$ cat src/sv/sst_pkg.sv
`default_nettype none
// ---------------------------------------------------------------------------
// sst_pkg: shared types, constants and helpers of the source tokenizer
// Token kinds, character codes, saturation limit and per-byte run record.
// ---------------------------------------------------------------------------
package sst_pkg;

	// Text size limit; offsets and lengths saturate one below it, at most 16 bits
	localparam int unsigned MAX_TEXT_BYTES = 65536;
	localparam int unsigned LIMIT_INT =
		((MAX_TEXT_BYTES - 1) > 65535) ? 65535 : (MAX_TEXT_BYTES - 1);
	localparam logic [15:0] OFFSET_LIMIT = 16'(LIMIT_INT);

	// Queue between front and back
	localparam int QUEUE_DEPTH = 4;
	localparam int QPTR_W      = $clog2(QUEUE_DEPTH);
	localparam int QCNT_W      = $clog2(QUEUE_DEPTH + 1);

	// Tokens one byte can produce: closed token, single/closed token, end token
	localparam int SLOTS = 3;

	// Character codes
	localparam logic [7:0] CH_PLUS   = 8'h2B;
	localparam logic [7:0] CH_MINUS  = 8'h2D;
	localparam logic [7:0] CH_STAR   = 8'h2A;
	localparam logic [7:0] CH_SLASH  = 8'h2F;
	localparam logic [7:0] CH_LPAREN = 8'h28;
	localparam logic [7:0] CH_RPAREN = 8'h29;
	localparam logic [7:0] CH_LBRACE = 8'h7B;
	localparam logic [7:0] CH_RBRACE = 8'h7D;

	// Keywords as packed leading characters, first char in low byte
	localparam logic [31:0] KW_IF   = 32'h0000_6669;
	localparam logic [31:0] KW_ELSE = 32'h6573_6C65;

	typedef enum logic [2:0] {
		TK_IDENT    = 3'd0,
		TK_KEYWORD  = 3'd1,
		TK_NUMBER   = 3'd2,
		TK_OPERATOR = 3'd3,
		TK_PUNCT    = 3'd4,
		TK_END      = 3'd5,
		TK_UNKNOWN  = 3'd6
	} tok_kind_t;

	typedef enum logic [1:0] {
		PEND_NONE   = 2'd0,
		PEND_IDENT  = 2'd1,
		PEND_NUMBER = 2'd2
	} pend_kind_t;

	typedef struct packed {
		tok_kind_t   kind;
		logic [15:0] start;
		logic [15:0] length;
		logic [7:0]  ch;
	} token_t;

	// All tokens caused by one byte, in output order
	typedef struct packed {
		logic [SLOTS-1:0]   valid;
		token_t [SLOTS-1:0] slot;
	} run_t;

	typedef struct packed {
		logic full;
		logic empty;
		logic push;
		logic pop;
	} queue_status_t;

	function automatic logic [15:0] sat_inc(input logic [15:0] v);
		return (v >= OFFSET_LIMIT) ? OFFSET_LIMIT : 16'(v + 16'd1);
	endfunction

	function automatic logic is_letter(input logic [7:0] c);
		return c inside {[8'h41:8'h5A], [8'h61:8'h7A]};
	endfunction

	function automatic logic is_digit(input logic [7:0] c);
		return c inside {[8'h30:8'h39]};
	endfunction

	function automatic logic is_space(input logic [7:0] c);
		return c inside {8'h20, [8'h09:8'h0D]};
	endfunction

	// Build the token for an open identifier or number being closed
	function automatic token_t close_token(input pend_kind_t  pk,
	                                       input logic [15:0] start,
	                                       input logic [15:0] len,
	                                       input logic [31:0] lead);
		token_t t;
		t.kind = TK_IDENT;
		if (pk == PEND_NUMBER) begin
			t.kind = TK_NUMBER;
		end else if ((len == 16'd2 && lead == KW_IF) ||
		             (len == 16'd4 && lead == KW_ELSE)) begin
			t.kind = TK_KEYWORD;
		end
		t.start  = start;
		t.length = len;
		t.ch     = (len == 16'd1) ? lead[7:0] : 8'd0;
		return t;
	endfunction

endpackage
`default_nettype wire

$ cat src/sv/sst_front.sv
`default_nettype none
// ---------------------------------------------------------------------------
// sst_front: byte classifier and token state
// Takes one byte per cycle while the run queue is not full, tracks the open
// token and builds the run of tokens that byte closes or emits.
// ---------------------------------------------------------------------------
module sst_front (
	input  wire logic          clk,
	input  wire logic          arst_n,
	input  wire logic          in_valid,
	output logic               in_stall,
	input  wire logic [7:0]    text_byte,
	input  wire logic          final_byte,
	input  wire logic          q_full,
	output logic               run_push,
	output sst_pkg::run_t      run
);
	import sst_pkg::*;

	pend_kind_t  pkind_q;
	logic [15:0] pstart_q;
	logic [15:0] plen_q;
	logic [31:0] lead_q;
	logic [15:0] offset_q;

	pend_kind_t  pk2;
	logic [15:0] ps2;
	logic [15:0] pl2;
	logic [31:0] ld2;
	logic [15:0] next_off;
	logic        letter;
	logic        digit;
	logic        extend;
	logic        accept;
	tok_kind_t   single_kind;

	// Single-character token class
	always_comb begin
		case (text_byte) inside
			CH_PLUS, CH_MINUS, CH_STAR, CH_SLASH:      single_kind = TK_OPERATOR;
			CH_LPAREN, CH_RPAREN, CH_LBRACE, CH_RBRACE: single_kind = TK_PUNCT;
			default:                                   single_kind = TK_UNKNOWN;
		endcase
	end

	// Token state update and run assembly
	always_comb begin
		letter   = is_letter(text_byte);
		digit    = is_digit(text_byte);
		extend   = (pkind_q == PEND_IDENT && (letter || digit)) ||
		           (pkind_q == PEND_NUMBER && digit);
		next_off = sat_inc(offset_q);
		pk2      = pkind_q;
		ps2      = pstart_q;
		pl2      = plen_q;
		ld2      = lead_q;
		run      = '0;

		if (extend) begin
			// only the first four chars are kept for keyword matching
			if (pkind_q == PEND_IDENT && plen_q[15:2] == 14'd0) begin
				ld2 = lead_q | ({24'd0, text_byte} << {plen_q[1:0], 3'b000});
			end
			pl2 = sat_inc(plen_q);
		end else begin
			if (pkind_q != PEND_NONE) begin
				run.valid[0] = 1'b1;
				run.slot[0]  = close_token(pkind_q, pstart_q, plen_q, lead_q);
			end
			pk2 = PEND_NONE;
			pl2 = 16'd0;
			ld2 = 32'd0;
			if (is_space(text_byte)) begin
				// separator only
			end else if (letter || digit) begin
				pk2 = letter ? PEND_IDENT : PEND_NUMBER;
				ps2 = offset_q;
				pl2 = 16'd1;
				ld2 = {24'd0, text_byte};
			end else begin
				run.valid[1]       = 1'b1;
				run.slot[1].kind   = single_kind;
				run.slot[1].start  = offset_q;
				run.slot[1].length = 16'd1;
				run.slot[1].ch     = text_byte;
			end
		end

		// last byte: flush the open token, then the end token
		if (final_byte) begin
			if (pk2 != PEND_NONE) begin
				run.valid[1] = 1'b1;
				run.slot[1]  = close_token(pk2, ps2, pl2, ld2);
			end
			run.valid[2]       = 1'b1;
			run.slot[2].kind   = TK_END;
			run.slot[2].start  = next_off;
			run.slot[2].length = 16'd0;
			run.slot[2].ch     = 8'd0;
		end
	end

	assign in_stall = q_full;
	assign accept   = in_valid && !q_full;
	assign run_push = accept && (|run.valid);

	// State registers
	always_ff @(posedge clk or negedge arst_n) begin
		if (!arst_n) begin
			pkind_q  <= PEND_NONE;
			pstart_q <= 16'd0;
			plen_q   <= 16'd0;
			lead_q   <= 32'd0;
			offset_q <= 16'd0;
		end else if (accept) begin
			if (final_byte) begin
				pkind_q  <= PEND_NONE;
				pstart_q <= 16'd0;
				plen_q   <= 16'd0;
				lead_q   <= 32'd0;
				offset_q <= 16'd0;
			end else begin
				pkind_q  <= pk2;
				pstart_q <= ps2;
				plen_q   <= pl2;
				lead_q   <= ld2;
				offset_q <= next_off;
			end
		end
	end

endmodule
`default_nettype wire

$ cat src/sv/sst_queue.sv
`default_nettype none
// ---------------------------------------------------------------------------
// sst_queue: short run queue between front and back
// Holds per-byte token runs so front and back stall independently.
// ---------------------------------------------------------------------------
module sst_queue (
	input  wire logic                 clk,
	input  wire logic                 arst_n,
	input  wire logic                 push,
	input  wire sst_pkg::run_t        wr_run,
	input  wire logic                 pop,
	output sst_pkg::run_t             head,
	output sst_pkg::queue_status_t    status
);
	import sst_pkg::*;

	run_t              entry_q [QUEUE_DEPTH];
	logic [QPTR_W-1:0] wr_ptr_q;
	logic [QPTR_W-1:0] rd_ptr_q;
	logic [QCNT_W-1:0] count_q;
	logic              do_push;
	logic              do_pop;

	assign status.full  = (count_q == QCNT_W'(QUEUE_DEPTH));
	assign status.empty = (count_q == '0);
	assign status.push  = push;
	assign status.pop   = pop;
	assign do_push      = push && !status.full;
	assign do_pop       = pop && !status.empty;
	assign head         = entry_q[rd_ptr_q];

	// Entry storage
	always_ff @(posedge clk) begin
		if (do_push) begin
			entry_q[wr_ptr_q] <= wr_run;
		end
	end

	// Pointers and fill count
	always_ff @(posedge clk or negedge arst_n) begin
		if (!arst_n) begin
			wr_ptr_q <= '0;
			rd_ptr_q <= '0;
			count_q  <= '0;
		end else begin
			if (do_push) begin
				wr_ptr_q <= QPTR_W'(wr_ptr_q + 1'b1);
			end
			if (do_pop) begin
				rd_ptr_q <= QPTR_W'(rd_ptr_q + 1'b1);
			end
			if (do_push && !do_pop) begin
				count_q <= QCNT_W'(count_q + 1'b1);
			end else if (do_pop && !do_push) begin
				count_q <= QCNT_W'(count_q - 1'b1);
			end
		end
	end

endmodule
`default_nettype wire

$ cat src/sv/sst_back.sv
`default_nettype none
// ---------------------------------------------------------------------------
// sst_back: token emitter
// Walks the valid slots of the head run into the output register, one token
// per cycle unless out_stall holds it; pops the run after its last token.
// ---------------------------------------------------------------------------
module sst_back (
	input  wire logic            clk,
	input  wire logic            arst_n,
	input  wire sst_pkg::run_t   head,
	input  wire logic            q_empty,
	output logic                 q_pop,
	output logic                 out_valid,
	input  wire logic            out_stall,
	output sst_pkg::token_t      out_token,
	output logic                 out_last
);
	import sst_pkg::*;

	logic [SLOTS-1:0] done_q;
	logic             out_valid_q;
	token_t           token_q;
	logic             last_q;

	logic [SLOTS-1:0] pending;
	logic [SLOTS-1:0] pick;
	logic [1:0]       sel;
	logic             last;
	logic             load;

	// Lowest slot not yet sent
	always_comb begin
		pending = head.valid & ~done_q;
		if (pending[0]) begin
			sel = 2'd0;
		end else if (pending[1]) begin
			sel = 2'd1;
		end else begin
			sel = 2'd2;
		end
		pick = SLOTS'(1) << sel;
		last = ((pending & ~pick) == '0);
		load = !q_empty && (!out_valid_q || !out_stall);
	end

	assign q_pop     = load && last;
	assign out_valid = out_valid_q;
	assign out_token = token_q;
	assign out_last  = last_q;

	// Output register payload
	always_ff @(posedge clk) begin
		if (load) begin
			token_q <= head.slot[sel];
			last_q  <= last;
		end
	end

	// Output valid and slot progress
	always_ff @(posedge clk or negedge arst_n) begin
		if (!arst_n) begin
			out_valid_q <= 1'b0;
			done_q      <= '0;
		end else if (load) begin
			out_valid_q <= 1'b1;
			done_q      <= last ? '0 : (done_q | pick);
		end else if (!out_stall) begin
			out_valid_q <= 1'b0;
		end
	end

endmodule
`default_nettype wire

$ cat src/sv/simple_source_tokenizer_unit.sv
`default_nettype none
// ---------------------------------------------------------------------------
// simple_source_tokenizer_unit: streaming source tokenizer
// Turns a byte stream into kind/offset/length tokens.
// ---------------------------------------------------------------------------
// Accepts one source byte per cycle while the four-entry run queue has room,
// and delivers one token per cycle from a registered output while out_stall
// is low. A byte causes zero to three tokens (closed token, one-character
// token, end token), which the output side delivers one at a time, so
// sustained input rate is one byte per cycle as long as the average token
// count per byte stays at or below one, with the queue absorbing bursts.
// Offsets and lengths saturate at 65535; the byte flagged as last closes the
// open token, is followed by an end token, and the next byte starts a new
// text at offset 0. An accepted byte's run is written into the queue, and
// its first token then passes through the output register.
module simple_source_tokenizer_unit (
	input  wire logic        clk,
	input  wire logic        arst_n,
	input  wire logic        in_valid,
	output logic             in_stall,
	input  wire logic [7:0]  text_byte,
	input  wire logic        final_byte,
	output logic             out_valid,
	input  wire logic        out_stall,
	output logic [2:0]       token_kind,
	output logic [15:0]      token_start,
	output logic [15:0]      token_length,
	output logic [7:0]       single_char,
	output logic             last_of_run
);
	import sst_pkg::*;

	run_t          wr_run;
	run_t          head;
	logic          run_push;
	logic          q_pop;
	queue_status_t q_stat;
	token_t        out_token;

	sst_front u_front (
		.clk        (clk),
		.arst_n     (arst_n),
		.in_valid   (in_valid),
		.in_stall   (in_stall),
		.text_byte  (text_byte),
		.final_byte (final_byte),
		.q_full     (q_stat.full),
		.run_push   (run_push),
		.run        (wr_run)
	);

	sst_queue u_queue (
		.clk    (clk),
		.arst_n (arst_n),
		.push   (run_push),
		.wr_run (wr_run),
		.pop    (q_pop),
		.head   (head),
		.status (q_stat)
	);

	sst_back u_back (
		.clk       (clk),
		.arst_n    (arst_n),
		.head      (head),
		.q_empty   (q_stat.empty),
		.q_pop     (q_pop),
		.out_valid (out_valid),
		.out_stall (out_stall),
		.out_token (out_token),
		.out_last  (last_of_run)
	);

	// Output fields
	assign token_kind   = out_token.kind;
	assign token_start  = out_token.start;
	assign token_length = out_token.length;
	assign single_char  = out_token.ch;

`ifndef SYNTHESIS
	// front never pushes into a full queue
	a_no_push_full: assert property (@(posedge clk) disable iff (!arst_n)
		!(q_stat.push && q_stat.full))
		else $error("run pushed into full queue");

	// back never pops an empty queue
	a_no_pop_empty: assert property (@(posedge clk) disable iff (!arst_n)
		q_stat.pop |-> !q_stat.empty)
		else $error("run popped from empty queue");

	// end token closes its run and carries no characters
	a_end_last: assert property (@(posedge clk) disable iff (!arst_n)
		(out_valid && token_kind == TK_END) |->
		(last_of_run && token_length == 16'd0 && single_char == 8'd0))
		else $error("malformed end token");
`endif

endmodule
`default_nettype wire

$ cat config.mk
export PLATFORM = sky130hd
export DESIGN_NAME = simple_source_tokenizer_unit
export DESIGN_NICKNAME = d
export VERILOG_FILES = /design/src/sv/sst_pkg.sv /design/src/sv/sst_front.sv /design/src/sv/sst_queue.sv /design/src/sv/sst_back.sv /design/src/sv/simple_source_tokenizer_unit.sv
export SDC_FILE = /design/constraint.sdc
export NUM_CORES = 1
export LEC_CHECK = 0
export BUFFER_PORTS_ARGS = -buffer_cell sky130_fd_sc_hd__buf_2
export CORE_ASPECT_RATIO = 1.2
export CORE_MARGIN = 4
export CORE_UTILIZATION = 25
export DETAILED_ROUTE_END_ITERATION = 7
export PLACE_DENSITY = 0.35
export SYNTH_ARGS = -nofsm -noshare
export SYNTH_HDL_FRONTEND = slang
export SYNTH_SLANG_ARGS = --single-unit
export TNS_END_PERCENT = 100
$ cat constraint.sdc
create_clock -name clk -period 16.05 [get_ports clk]
set_clock_uncertainty 0.05 [all_clocks]
set_input_delay 2.4075 -clock clk [delete_from_list [all_inputs] [get_ports clk]]
set_output_delay 2.4075 -clock clk [all_outputs]
set_load 0.05 [all_outputs]
==> summary.md <==
| Metric | Value |
|---|---|
| Outcome | finished, final reports clean |
| Synth cell count leaders | edfxtp_1, nand2_1, a21oi_1 |
| Overflow after GRT | 0 |
| TritonCTS Buffers | 61 |
| Vias in the first global route | 14.9k |
| Antenna violations before repair | 0 |
| Buffers on Ports | 58 |
| CTS HTree Levels | 2 |
| ANT cells | 0 |
| CP Launch Point | text_byte[3] |
| Critical path peak fanout | 56 |
| Post-CTS sizing | 0 |
| Library cells used by synthesis | 74 |
| Final min period | 6.13 ns |
| DRC errors left | 0 |
| Drt first-iter violations | 873 |
| Vias post-DR | 14.0k |
| First drt pass iteration count | 5 |
| Hold Path Class | flop to flop |
| Max clock buf depth | 3 |
| Core area | 92700 sq um |
| RSZ-0062 raised after global routing | false |
| Crit Path Class | primary input to flop |
| Multi-input gate area | 6840 sq um |
| HPWL after DPL | 40.2 mm |
| Storage element area | 16100 sq um |
| Crit path DAT | 6.33 ns |
| I/O pins | 59 |
| Count leader, synth | edfxtp_1 |
| Ys flop type | edfxtp_1 |
| Largest net degree at the start of global routing | 74 |
| Fraction of layout cells with a size suffix above 1 | 0.165 |
| Mapped cell area | 23500 sq um |
| Post-CTS setup buffers | 0 |
| Filler cells | 9261 |
| Vias/cell | 4.79 |
| Clk sinks | 553 |
| DRT Wirelength | 66.8 mm |
| Area growth from synthesis to layout | 16.4% |
| Critical path endpoint category | flop |
| Final worst-path cycle share | 0.382 |
| Post-synth ARST share | 0.168 |
| Max_cap viols | 0 |
| Yosys warnings | 0 |
| FMAX | 0.163 GHz |
| Die Ht | 344 um |
| Clock transition at path regs | 0.05 ns |
| P per Cell Area | 187 nW/um^2 |
| Cell Rows | 122 |
| Number of synthesized register bits | 553 |
| Worst-Skew Late Latency | 0.65 ns |
| Leakage | 0.00940 uW |
| Nets | 1665 |
| Final setup violation count | 0 |
| Pre-CTS setup slack | 9.09 ns |
| Die width | 288 um |
| Peak supply drop | 0.0849 mV |
| Worst Setup Slack, final | 9.92 ns |
| Area leader, netlist | edfxtp_1 |
| Final Hold Viols | 0 |
| Clock root cell | clkbuf_16 |
| CTS tree | built |
| Syn Inst Count | 1615 |
| Final Max Tran Viols | 0 |
| Total power | 5110 uW |
| GPL Wtd Cong | 0.811 |
| Synth top area share | 0.588 |
| Die area | 98900 sq um |
| Critical path required time | 16.25 ns |
| Total negative slack | 0 ns |
| R2R Setup Slk | 11.37 ns |
| Slew HR | 0.164 |
| Number of synthesized flops with an enable pin | 460 |
| Post-DR wirelength/cell | 22.8 um |
| Slew @ Worst Pin | 1.24 ns |
| Starting Density | 0.253 |
| Routed Antenna Nets | 0 |
| CP Launch Type | primary input |
| Top post-synthesis cells by area | edfxtp_1, dfrtp_1, mux4_2 |
| R2R Path Start | u_queue.rd_ptr_q[1] |
| Synthesized Nets | 1639 |
| Avg Cell Area, Syn | 14.5 sq um |
| CTS hold repair buffers | 0 |
| Global-route wire length before repair | 100 mm |
| GRT Total Usage | 0.135 |
| Sequential element share of the synthesized area | 0.687 |
| Worst hold start | u_front.lead_q[8] |
[metal layers]
layer,vias to the layer above,part of all wire,track usage
li1,6428,-,-
met1,7255,0.40,0.158
met2,263,0.54,0.254
met3,90,0.030,0.0188
met4,0,0.028,0.0405
met5,-,0,0
[worst max-delay path, cell delays in order]
cell,delay (ns)
buf_2,0.23
or4_1,0.60
o221ai_2,0.33
o21ai_1,0.14
nor2_2,0.11
buf_4,0.45
o31ai_2,0.32
nor2_4,0.14
buf_4,0.67
buf_4,0.86
[registers in the layout, indices dropped and copies added (netlist names)]
signal and flops:
u_back.done_q 3, u_back.out_last 1, u_back.out_token 43, u_back.out_valid 1, u_front.lead_q 32, u_front.offset_q 16, u_front.pkind_q 2, u_front.plen_q 16
u_front.pstart_q 16, u_queue.count_q 3, u_queue.entry_q 416, u_queue.rd_ptr_q 2, u_queue.wr_ptr_q 2
[placed cells by master (no fill, tap or decap), types with 8 or more instances in the layout]
master	count
nor2_1	72
a22o_1	20
o21ai_0	51
a21o_1	28
xnor2_1	11
nor2b_1	9
nor4_1	13
mux4_2	54
bufinv_16	12
nand4_1	11
a21oi_1	95
clkbuf_16	62
clkbuf_1	8
clkinv_2	15
nand3_1	22
nand2_1	101
a211oi_1	28
edfxtp_1	460
ha_1	10
nand2b_1	9
o21ai_1	14
buf_2	57
and2_1	44
nor3_1	17
inv_1	18
a221oi_1	50
dfrtp_1	91
a21boi_0	18
a22oi_1	69
o31ai_1	10
buf_4	32
mux2i_1	21
xor2_1	14
o22a_1	10
[cell type report]
cell class / instances / share of cell area
Clock buffer: 76 / 0.0609
Inverter: 18 / 0.00247
Sequential cell: 553 / 0.591
Tap cell: 1240 / 0.0568
Timing Repair Buffer: 89 / 0.0192
Clock inverter: 39 / 0.0195
Multi-Input combinational cell: 918 / 0.250
[stage by stage]
step	utilization	hold WS [ns]	cell area, sq um	instances
floorplan	-	0.394	23500	1615
global placement	0.271	0.412	25100	2818
detailed placement	0.271	0.421	25100	2818
CTS	0.295	0.442	27300	2933
global route	0.295	0.459	27300	2933
finish	0.295	0.434	27300	2933
[worst paths after layout]
kind / end / cells past startpoint
max: u_queue.entry_q[0][82] / 10
max in group asynchronous: u_front.lead_q[31] / 2
min reg2reg: u_front.lead_q[8] / 2
max reg2reg: u_back.out_token[41] / 8
min: u_front.lead_q[8] / 2
min in group asynchronous: u_front.pstart_q[0] / 1
[report_power, final]
part / leakage [uW] / switching [uW] / internal [uW]
clock: 0.00108 / 590 / 927
sequential: 0.00561 / 136 / 1930
combinational: 0.00271 / 1050 / 478
[logic make-up (layout without fill, tap and decap cells)]
family / count (synthesis) / count (layout) / share of synthesized area
compound gates: 451 / 451 / 0.133
xor+xnor: 25 / 25 / 0.00933
fa+ha+maj: 12 / 12 / 0.00661
buf+inv: 144 / 222 / 0.0241
flops: 553 / 553 / 0.687
mux: 77 / 77 / 0.0617
simple gates: 353 / 353 / 0.0773
(Power assumes the default switching activity.)
